[src/rtl/line_reference_rle_decoder_assert.svh]
// Assertion macros shared by the line-reference RLE decoder RTL.
// Needs a clock named clk and an active-low reset named rst_n in the including scope.
`ifndef LINE_REFERENCE_RLE_DECODER_ASSERT_SVH
`define LINE_REFERENCE_RLE_DECODER_ASSERT_SVH

// The consequent must hold in the same cycle as the antecedent.
`define LRRLE_ASSERT_SAME(label, ante, cons, msg) \
    label: assert property (@(posedge clk) disable iff (!rst_n) (ante) |-> (cons)) \
        else $error(msg);

// The consequent must hold in the cycle after the antecedent.
`define LRRLE_ASSERT_NEXT(label, ante, cons, msg) \
    label: assert property (@(posedge clk) disable iff (!rst_n) (ante) |=> (cons)) \
        else $error(msg);

`endif

[src/rtl/lrrle_pkg.sv]
// Package for the line-reference RLE decoder: widths, limits and register codes.
// Used by line_reference_rle_decoder; depends on nothing else.
package lrrle_pkg;

    localparam int MAX_LINE_BYTES = 256;
    localparam int HIST_DEPTH     = 2 * MAX_LINE_BYTES;
    localparam int HIST_AW        = $clog2(HIST_DEPTH);
    localparam int LINE_W         = 9;
    localparam int ROWS_W         = 11;
    localparam int DIST_W         = HIST_AW + 1;
    localparam int POS_W          = 19;
    localparam int RUN_W          = 9;
    localparam int CFG_IDX_W      = 4;
    localparam int CFG_DATA_W     = 11;

    localparam logic [LINE_W-1:0] LINE_MIN       = LINE_W'(4);
    localparam logic [LINE_W-1:0] LINE_MAX       = LINE_W'(MAX_LINE_BYTES);
    localparam logic [LINE_W-1:0] LINE_RESET     = LINE_W'(128);
    localparam logic [ROWS_W-1:0] ROWS_RESET     = ROWS_W'(424);

    localparam logic [CFG_IDX_W-1:0] CFG_LINE_BYTES = CFG_IDX_W'(0);
    localparam logic [CFG_IDX_W-1:0] CFG_IMAGE_ROWS = CFG_IDX_W'(1);

    // Stream opcodes.
    localparam logic [7:0] OP_COPY_TWO = 8'h00;
    localparam logic [7:0] OP_COPY_ONE = 8'h01;
    localparam logic [7:0] OP_FILL     = 8'h02;
    localparam logic [7:0] OP_ESCAPE   = 8'h03;

    // Parser phases.
    localparam logic [1:0] PH_OPCODE  = 2'd0;
    localparam logic [1:0] PH_LENGTH  = 2'd1;
    localparam logic [1:0] PH_VALUE   = 2'd2;
    localparam logic [1:0] PH_LITERAL = 2'd3;

endpackage

[src/rtl/line_reference_rle_decoder.sv]
// Sequencing: a header byte only updates the parser; each literal or fill byte is written
// in ST_WR, each copy byte is read in ST_RD and then written in ST_WR, and a write that
// completes a group waits while the output register is stalled. The copy rate is set by
// the registered read port of the two-line history memory, one byte per read/write pair.
// Input stalls in the cycle after a configuration write while the image size settles.
// Reset (rst_n, async) clears control state; the history memory needs no clearing pass.
module line_reference_rle_decoder
(
    input  logic                                clk,
    input  logic                                rst_n,
    input  logic                                in_valid,
    output logic                                in_stall,
    input  logic [7:0]                          in_byte,
    input  logic                                start_req,
    output logic                                out_valid,
    input  logic                                out_stall,
    output logic [7:0]                          byte_a,
    output logic [7:0]                          byte_b,
    output logic [7:0]                          byte_c,
    output logic [7:0]                          byte_d,
    output logic [2:0]                          byte_count,
    output logic                                run_last,
    output logic                                image_done,
    input  logic                                cfg_valid,
    output logic                                cfg_ready,
    input  logic [lrrle_pkg::CFG_IDX_W-1:0]     cfg_index,
    input  logic [lrrle_pkg::CFG_DATA_W-1:0]    cfg_data
);

    `include "line_reference_rle_decoder_assert.svh"

    localparam logic [1:0] ST_IDLE = 2'd0;
    localparam logic [1:0] ST_RD   = 2'd1;
    localparam logic [1:0] ST_WR   = 2'd2;

    // Configuration and derived image geometry.
    logic [lrrle_pkg::LINE_W-1:0]   line_reg;
    logic [lrrle_pkg::ROWS_W-1:0]   rows_reg;
    logic [lrrle_pkg::LINE_W-1:0]   eff_line_reg;
    logic [lrrle_pkg::POS_W-1:0]    total_reg;
    logic                           settle_reg;
    logic [lrrle_pkg::LINE_W-1:0]   eff_line;
    logic [lrrle_pkg::ROWS_W-1:0]   eff_rows;
    logic [lrrle_pkg::LINE_W+lrrle_pkg::ROWS_W-1:0] total_prod;

    // Parser and position.
    logic [1:0]                     state_reg, state_next;
    logic [1:0]                     phase_reg, phase_next;
    logic [1:0]                     pop_reg, pop_next;
    logic [lrrle_pkg::RUN_W-1:0]    plen_reg, plen_next;
    logic [lrrle_pkg::POS_W-1:0]    pos_reg, pos_next;
    logic                           finished_reg, finished_next;

    // Run sequencer.
    logic [lrrle_pkg::RUN_W-1:0]    rem_reg, rem_next;
    logic                           copy_reg, copy_next;
    logic [lrrle_pkg::DIST_W-1:0]   dist_reg, dist_next;
    logic [7:0]                     fill_reg, fill_next;
    logic [1:0]                     slot_reg, slot_next;
    logic [7:0]                     pk_reg [0:3];
    logic                           zero_reg;

    // History memory.
    logic [7:0]                     hist_mem [0:lrrle_pkg::HIST_DEPTH-1];
    logic [7:0]                     rd_data_reg;
    logic [lrrle_pkg::HIST_AW-1:0]  rd_addr;
    logic                           hist_we;
    logic [7:0]                     wr_val;

    // Output register.
    logic                           out_valid_reg;
    logic [7:0]                     out_byte_reg [0:3];
    logic [2:0]                     out_count_reg;
    logic                           out_last_reg;
    logic                           out_done_reg;
    logic                           out_load;
    logic [7:0]                     out_byte_next [0:3];

    // Accept-cycle decode.
    logic                           in_take;
    logic                           grp_done;
    logic                           out_free;
    logic                           advance;
    logic [lrrle_pkg::POS_W-1:0]    pos_eff;
    logic                           fin_eff;
    logic                           go;
    logic [lrrle_pkg::RUN_W-1:0]    n_raw;
    logic [lrrle_pkg::POS_W-1:0]    room;
    logic [lrrle_pkg::POS_W-1:0]    pos_inc;

    assign cfg_ready = 1'b1;
    assign in_stall  = (state_reg != ST_IDLE) || settle_reg;
    assign in_take   = in_valid && !in_stall;

    always_comb
    begin
        eff_line = line_reg;
        if (line_reg < lrrle_pkg::LINE_MIN)
        begin
            eff_line = lrrle_pkg::LINE_MIN;
        end
        else if (line_reg > lrrle_pkg::LINE_MAX)
        begin
            eff_line = lrrle_pkg::LINE_MAX;
        end
        eff_rows = (rows_reg == '0) ? lrrle_pkg::ROWS_W'(1) : rows_reg;
        total_prod = (lrrle_pkg::LINE_W+lrrle_pkg::ROWS_W)'(eff_rows) *
                     (lrrle_pkg::LINE_W+lrrle_pkg::ROWS_W)'(eff_line);
    end

    always_ff @(posedge clk or negedge rst_n)
    begin
        if (!rst_n)
        begin
            line_reg     <= lrrle_pkg::LINE_RESET;
            rows_reg     <= lrrle_pkg::ROWS_RESET;
            eff_line_reg <= lrrle_pkg::LINE_RESET;
            total_reg    <= lrrle_pkg::POS_W'(424 * 128);
            settle_reg   <= 1'b0;
        end
        else
        begin
            settle_reg   <= cfg_valid && cfg_ready;
            eff_line_reg <= eff_line;
            total_reg    <= total_prod[lrrle_pkg::POS_W-1:0];
            if (cfg_valid && cfg_ready)
            begin
                case (cfg_index)
                    lrrle_pkg::CFG_LINE_BYTES: line_reg <= cfg_data[lrrle_pkg::LINE_W-1:0];
                    lrrle_pkg::CFG_IMAGE_ROWS: rows_reg <= cfg_data[lrrle_pkg::ROWS_W-1:0];
                    default: ;
                endcase
            end
        end
    end

    // History read address; positions ahead of the image start read as zero.
    assign rd_addr  = pos_reg[lrrle_pkg::HIST_AW-1:0] - dist_reg[lrrle_pkg::HIST_AW-1:0];
    assign wr_val   = copy_reg ? (zero_reg ? 8'h00 : rd_data_reg) : fill_reg;
    assign grp_done = (slot_reg == 2'd3) || (rem_reg == lrrle_pkg::RUN_W'(1));
    assign out_free = !out_valid_reg || !out_stall;
    assign advance  = !grp_done || out_free;
    assign hist_we  = (state_reg == ST_WR) && advance;
    assign out_load = hist_we && grp_done;
    assign pos_inc  = pos_reg + lrrle_pkg::POS_W'(1);

    always_ff @(posedge clk)
    begin
        rd_data_reg <= hist_mem[rd_addr];
        zero_reg    <= pos_reg < lrrle_pkg::POS_W'(dist_reg);
        if (hist_we)
        begin
            hist_mem[pos_reg[lrrle_pkg::HIST_AW-1:0]] <= wr_val;
            pk_reg[slot_reg] <= wr_val;
        end
    end

    always_comb
    begin
        state_next    = state_reg;
        phase_next    = phase_reg;
        pop_next      = pop_reg;
        plen_next     = plen_reg;
        pos_next      = pos_reg;
        finished_next = finished_reg;
        rem_next      = rem_reg;
        copy_next     = copy_reg;
        dist_next     = dist_reg;
        fill_next     = fill_reg;
        slot_next     = slot_reg;
        pos_eff       = pos_reg;
        fin_eff       = finished_reg;
        go            = 1'b0;
        n_raw         = lrrle_pkg::RUN_W'(1);
        room          = '0;

        case (state_reg)
            ST_IDLE:
            begin
                if (in_take)
                begin
                    if (start_req)
                    begin
                        pos_eff    = '0;
                        fin_eff    = 1'b0;
                        phase_next = lrrle_pkg::PH_OPCODE;
                        pop_next   = 2'd0;
                        plen_next  = '0;
                    end
                    if (pos_eff >= total_reg)
                    begin
                        fin_eff = 1'b1;
                    end
                    pos_next      = pos_eff;
                    finished_next = fin_eff;
                    if (!fin_eff)
                    begin
                        case (phase_next)
                            lrrle_pkg::PH_OPCODE:
                            begin
                                if (in_byte inside {lrrle_pkg::OP_COPY_TWO,
                                                    lrrle_pkg::OP_COPY_ONE,
                                                    lrrle_pkg::OP_FILL})
                                begin
                                    pop_next   = in_byte[1:0];
                                    phase_next = lrrle_pkg::PH_LENGTH;
                                end
                                else if (in_byte == lrrle_pkg::OP_ESCAPE)
                                begin
                                    phase_next = lrrle_pkg::PH_LITERAL;
                                end
                                else
                                begin
                                    go        = 1'b1;
                                    copy_next = 1'b0;
                                    fill_next = in_byte;
                                end
                            end
                            lrrle_pkg::PH_LENGTH:
                            begin
                                plen_next = {1'b0, in_byte} + lrrle_pkg::RUN_W'(1);
                                if (pop_next == lrrle_pkg::OP_FILL[1:0])
                                begin
                                    phase_next = lrrle_pkg::PH_VALUE;
                                end
                                else
                                begin
                                    go         = 1'b1;
                                    copy_next  = 1'b1;
                                    n_raw      = plen_next;
                                    phase_next = lrrle_pkg::PH_OPCODE;
                                    if (pop_next == lrrle_pkg::OP_COPY_TWO[1:0])
                                    begin
                                        dist_next = {eff_line_reg, 1'b0};
                                    end
                                    else
                                    begin
                                        dist_next = {1'b0, eff_line_reg};
                                    end
                                end
                            end
                            lrrle_pkg::PH_VALUE:
                            begin
                                go         = 1'b1;
                                copy_next  = 1'b0;
                                fill_next  = in_byte;
                                n_raw      = plen_next;
                                phase_next = lrrle_pkg::PH_OPCODE;
                            end
                            default:
                            begin
                                go         = 1'b1;
                                copy_next  = 1'b0;
                                fill_next  = in_byte;
                                phase_next = lrrle_pkg::PH_OPCODE;
                            end
                        endcase
                        if (go)
                        begin
                            room      = total_reg - pos_eff;
                            rem_next  = (room < lrrle_pkg::POS_W'(n_raw)) ?
                                        room[lrrle_pkg::RUN_W-1:0] : n_raw;
                            slot_next = 2'd0;
                            state_next = copy_next ? ST_RD : ST_WR;
                        end
                    end
                end
            end
            ST_RD:
            begin
                state_next = ST_WR;
            end
            ST_WR:
            begin
                if (advance)
                begin
                    pos_next  = pos_inc;
                    rem_next  = rem_reg - lrrle_pkg::RUN_W'(1);
                    slot_next = grp_done ? 2'd0 : slot_reg + 2'd1;
                    if (rem_reg == lrrle_pkg::RUN_W'(1))
                    begin
                        state_next = ST_IDLE;
                        if (pos_inc >= total_reg)
                        begin
                            finished_next = 1'b1;
                        end
                    end
                    else
                    begin
                        state_next = copy_reg ? ST_RD : ST_WR;
                    end
                end
            end
            default:
            begin
                state_next = ST_IDLE;
            end
        endcase
    end

    always_ff @(posedge clk or negedge rst_n)
    begin
        if (!rst_n)
        begin
            state_reg    <= ST_IDLE;
            phase_reg    <= lrrle_pkg::PH_OPCODE;
            pop_reg      <= 2'd0;
            plen_reg     <= '0;
            pos_reg      <= '0;
            finished_reg <= 1'b0;
            rem_reg      <= '0;
            copy_reg     <= 1'b0;
            dist_reg     <= '0;
            fill_reg     <= 8'h00;
            slot_reg     <= 2'd0;
        end
        else
        begin
            state_reg    <= state_next;
            phase_reg    <= phase_next;
            pop_reg      <= pop_next;
            plen_reg     <= plen_next;
            pos_reg      <= pos_next;
            finished_reg <= finished_next;
            rem_reg      <= rem_next;
            copy_reg     <= copy_next;
            dist_reg     <= dist_next;
            fill_reg     <= fill_next;
            slot_reg     <= slot_next;
        end
    end

    // Bytes packed so far, the byte written this cycle, zeros beyond the count.
    always_comb
    begin
        for (int i = 0; i < 4; i++)
        begin
            if (2'(i) < slot_reg)
            begin
                out_byte_next[i] = pk_reg[i];
            end
            else if (2'(i) == slot_reg)
            begin
                out_byte_next[i] = wr_val;
            end
            else
            begin
                out_byte_next[i] = 8'h00;
            end
        end
    end

    always_ff @(posedge clk or negedge rst_n)
    begin
        if (!rst_n)
        begin
            out_valid_reg <= 1'b0;
        end
        else if (out_load)
        begin
            out_valid_reg <= 1'b1;
        end
        else if (!out_stall)
        begin
            out_valid_reg <= 1'b0;
        end
    end

    always_ff @(posedge clk)
    begin
        if (out_load)
        begin
            for (int i = 0; i < 4; i++)
            begin
                out_byte_reg[i] <= out_byte_next[i];
            end
            out_count_reg <= {1'b0, slot_reg} + 3'd1;
            out_last_reg  <= (rem_reg == lrrle_pkg::RUN_W'(1));
            out_done_reg  <= (rem_reg == lrrle_pkg::RUN_W'(1)) && (pos_inc >= total_reg);
        end
    end

    assign out_valid  = out_valid_reg;
    assign byte_a     = out_byte_reg[0];
    assign byte_b     = out_byte_reg[1];
    assign byte_c     = out_byte_reg[2];
    assign byte_d     = out_byte_reg[3];
    assign byte_count = out_count_reg;
    assign run_last   = out_last_reg;
    assign image_done = out_done_reg;

    `LRRLE_ASSERT_SAME(a_out_from_write, $rose(out_valid_reg), $past(state_reg) == ST_WR, "result appeared without a history write")
    `LRRLE_ASSERT_SAME(a_count_range, out_valid_reg, (out_count_reg != 3'd0) && (out_count_reg <= 3'd4), "result byte count out of range")
    `LRRLE_ASSERT_NEXT(a_finished_quiet, in_take && finished_reg && !start_req, state_reg == ST_IDLE, "finished image started a run")
    `LRRLE_ASSERT_SAME(a_run_nonempty, (state_reg == ST_RD) || (state_reg == ST_WR), rem_reg != '0, "run sequencer active with no bytes left")

endmodule
[config.mk]
export PLATFORM = sky130hd
export DESIGN_NAME = line_reference_rle_decoder
export DESIGN_NICKNAME = d
export VERILOG_FILES = /design/src/rtl/lrrle_pkg.sv /design/src/rtl/line_reference_rle_decoder.sv
export VERILOG_INCLUDE_DIRS = /design/src /design/src/rtl
export SDC_FILE = /design/constraint.sdc
export NUM_CORES = 2
export LEC_CHECK = 0
export BUFFER_PORTS_ARGS = -buffer_cell sky130_fd_sc_hd__buf_4
export CAP_MARGIN = 15
export CORE_ASPECT_RATIO = 0.75
export CORE_MARGIN = 4
export CORE_UTILIZATION = 50
export DETAILED_ROUTE_END_ITERATION = 12
export GPL_TIMING_DRIVEN = 0
export PLACE_DENSITY = 0.68
export REMOVE_ABC_BUFFERS = 1
export SYNTH_ARGS = -nofsm -noshare
export SYNTH_HDL_FRONTEND = slang
export SYNTH_MEMORY_MAX_BITS = 65536
export SYNTH_SLANG_ARGS = --single-unit
[constraint.sdc]
create_clock -name clk -period 8.28 [get_ports clk]
set_input_delay 0.828 -clock clk [delete_from_list [all_inputs] [get_ports clk]]
set_output_delay 0.828 -clock clk [all_outputs]
set_load 0.02 [all_outputs]
==> results.md <==
- Outcome: complete, no violations
- #FFs+latches synth: approximately 4300
- Drt via density: between 6 and 7
- Initial antenna violation count: 10
- Placed Instances: 13100
- Via count of the routed design: around 86000
- FP Rows: 186
- DR iter-0 viols: between 10000 and 15000
- Worst hold start: cfg_data[9]
- Total negative slack: 0 ps
- Fillers: approximately 25000
- Final setup viols: 0
- Final Skew: 40.8 ps
- TritonRoute pass-1 iters: 7
- Post-cts sizing count: 0
- Num ports: 69
- Total of max-cap violations: 0
- Post-synthesis sequential area ratio: 0.743
- Residual DRC: 0
- Clk_lat worst skew: around 910 ps
- Setup repair after global routing missed its margin: no
- Number of global-route vias before repair: 86000
- Class of the worst hold path: input port to flop
- Area delta synth->final: 12.0%
- Setup ws final: 1630 ps
- DIE HEIGHT: around 520 µm
- Setup repair bufs after CTS: 0
- Worst-case clock buffer depth: 4
- Syn Area/Cell: ~20 µm²
- Hold_buf cts: 2
- Final Max Slew Viols: 0
- Largest net degree at the start of global routing: 169
- Crit-path max FO: between 50 and 60
- FF/Latch Area: about 0.13 mm²
- Final HPWL DP: 255000 µm
- Nets: 9096
- Netlist cell types: 82
- Area post-placement: between 0.15 and 0.2 mm²
- CP Capture Type: flop
- EDFF count, synth: slightly above 4000
- Leakage: ~61 nW
- Measured slew at the worst slew-check pin: around 1300 ps
- R2r setup slk: around 1600 ps
- Max rail drop VDD: just under 0.0006 V
- Reg clk slew, reported paths: around 60 ps
- Post-synth ARST share: 0.0269
- Final Cycle Share: 0.803
- Synth Instances: between 8000 and 9000
- Cell area power density: around 350 mW/mm²
- Worst Path Required: around 9000 ps
- Initial Util: 0.503
- H-tree depth: 5
- Slew margin rel.: 0.0829
- First-pass GRT wire length: about 600000 µm
- Root buffer cell: clkbuf_16
- CTS Sinks: approximately 4300
- Fin area: 0.193 mm²
- Port-buffer cells: 67
- Antenna viol nets, final: 0
- Layout cells sized above 1: 0.216
- Critical path class: flop to flop
- Syn Std Cell Area: 0.172 mm²
- Final GP Congestion: just under 0.9
- Die ar.: 0.354 mm²
- Congestion Overflow GR: 0
- Yosys warning total: 0
- Final wirelength: between 400000 and 500000 µm
- TritonCTS buffer count: about 380
- Max FFs per register: around 4100
- Hold Fails Final Rpt: 0
- Post-route insts no fill: approximately 14000
- Footprint of the multi-input gates: around 0.041 mm²
- R2R Path Start: pos_reg[0]
- GR Util All Layers: 0.232
- Core footprint: approximately 0.34 mm²
- Final critical-path required period: approximately 6700 ps
- CP startpoint: pos_reg[0]
- Critical Path AT: 7390 ps
- Main synth FF type: edfxtp_1
- FMAX: between 0.15 and 0.2 GHz
- CTS tree: built
- WL/cell: 29.9 µm
- Critical Path Source Type: flop
- Chip width: 686 µm
- Worst slack, placed: around 1600 ps
-- cells in the final DEF, fill, tap and decap left out, types with 79 or more instances in the layout --
cell,count
nand3_1,91
buf_16,106
mux2i_1,239
clkbuf_1,83
dfrtp_1,105
o21ai_0,84
nor2_1,600
buf_4,83
a21oi_1,83
ha_1,110
clkinv_1,89
a32oi_1,79
inv_1,166
nand2_1,633
clkbuf_16,392
mux4_2,1067
edfxtp_1,4157
-- layout make-up --
type / count / share of cell area
well taps: 4606 / 0.0299
clock inverters: 209 / 0.00933
repair buffers: 290 / 0.0263
multi-input cells: 3760 / 0.215
clock buffers: 483 / 0.0530
inverters: 174 / 0.00370
diodes: 5 / 0.0000649
flip-flops and latches: 4281 / 0.663
-- stage by stage --
stage / power [W] / hold slack [ps] / utilization
floorplan: 0.0452 / 450 / -
global placement: 0.0465 / 471 / 0.514
detailed placement: 0.0513 / 474 / 0.527
CTS: 0.0684 / 100 / 0.563
global route: 0.0708 / 139 / 0.563
finish: 0.0683 / 183 / 0.563
-- report_power, final --
group	total (W)	switching [W]	internal, W
logic	0.0219	0.0144	0.00755
clock network	0.0174	0.00768	0.00971
registers	0.0290	0.000250	0.0288
total	0.0683	0.0223	0.0460
-- metal layers --
metal	track usage	vias to the layer above	wire (µm)
met3	0.0618	626	46500
met4	0.0551	2	10100
li1	-	35700	-
met2	0.340	4450	186000
met1	0.350	45400	170000
met5	0	-	7
-- Yosys cell counts, drive strengths merged (28+ instances only) --
cell | instances | area [µm²]
and2 | 62 | 388
edfxtp | 4157 | 125000
o21ai | 93 | 465
a221oi | 29 | 254
dfrtp | 105 | 2630
and3 | 38 | 238
fa | 65 | 1300
nor3 | 65 | 342
buf | 260 | 1550
mux2 | 28 | 315
ha | 111 | 1390
nand3 | 93 | 465
nand2 | 645 | 2420
a32o | 64 | 641
a32oi | 79 | 692
a21oi | 87 | 454
inv | 174 | 653
nor2 | 604 | 2270
nand4 | 40 | 250
clkbuf | 257 | 965
mux2i | 240 | 2400
xnor2 | 43 | 384
nor2b | 32 | 200
mux4 | 1067 | 24000
-- worst paths after layout --
kind,cells past startpoint,endpoint
min in group asynchronous,2,fill_reg[5]
worst min-delay path,2,rows_reg[9]
worst max register to register,16,rd_data_reg[6]
max in group asynchronous,3,eff_line_reg[7]
worst max-delay path,16,rd_data_reg[6]
worst min register to register,1,plen_reg[4]
-- worst max-delay path, cell delays in order (launching register included) --
cell      delay [ps]
dfrtp_1          490
inv_1            240
ha_4             170
inv_1             40
fa_4            1130
buf_12           320
buf_16           300
buf_12           270
buf_16           270
buf_16           310
mux4_2           370
mux2i_1          200
a32o_1           260
nor3_1           120
a311oi_1         880
o21ai_0          540
and4bb_1         440
-- kinds of logic after synthesis --
family	after synthesis	synth area share
other cells	1	0.0000218
flops	4281	0.743
mux	1335	0.155
fa+ha+maj	176	0.0156
xor+xnor	59	0.00320
buf+inv	691	0.0184
compound gates	537	0.0230
simple gates	1652	0.0414
Note: power is estimated with default switching activity, not from simulation.
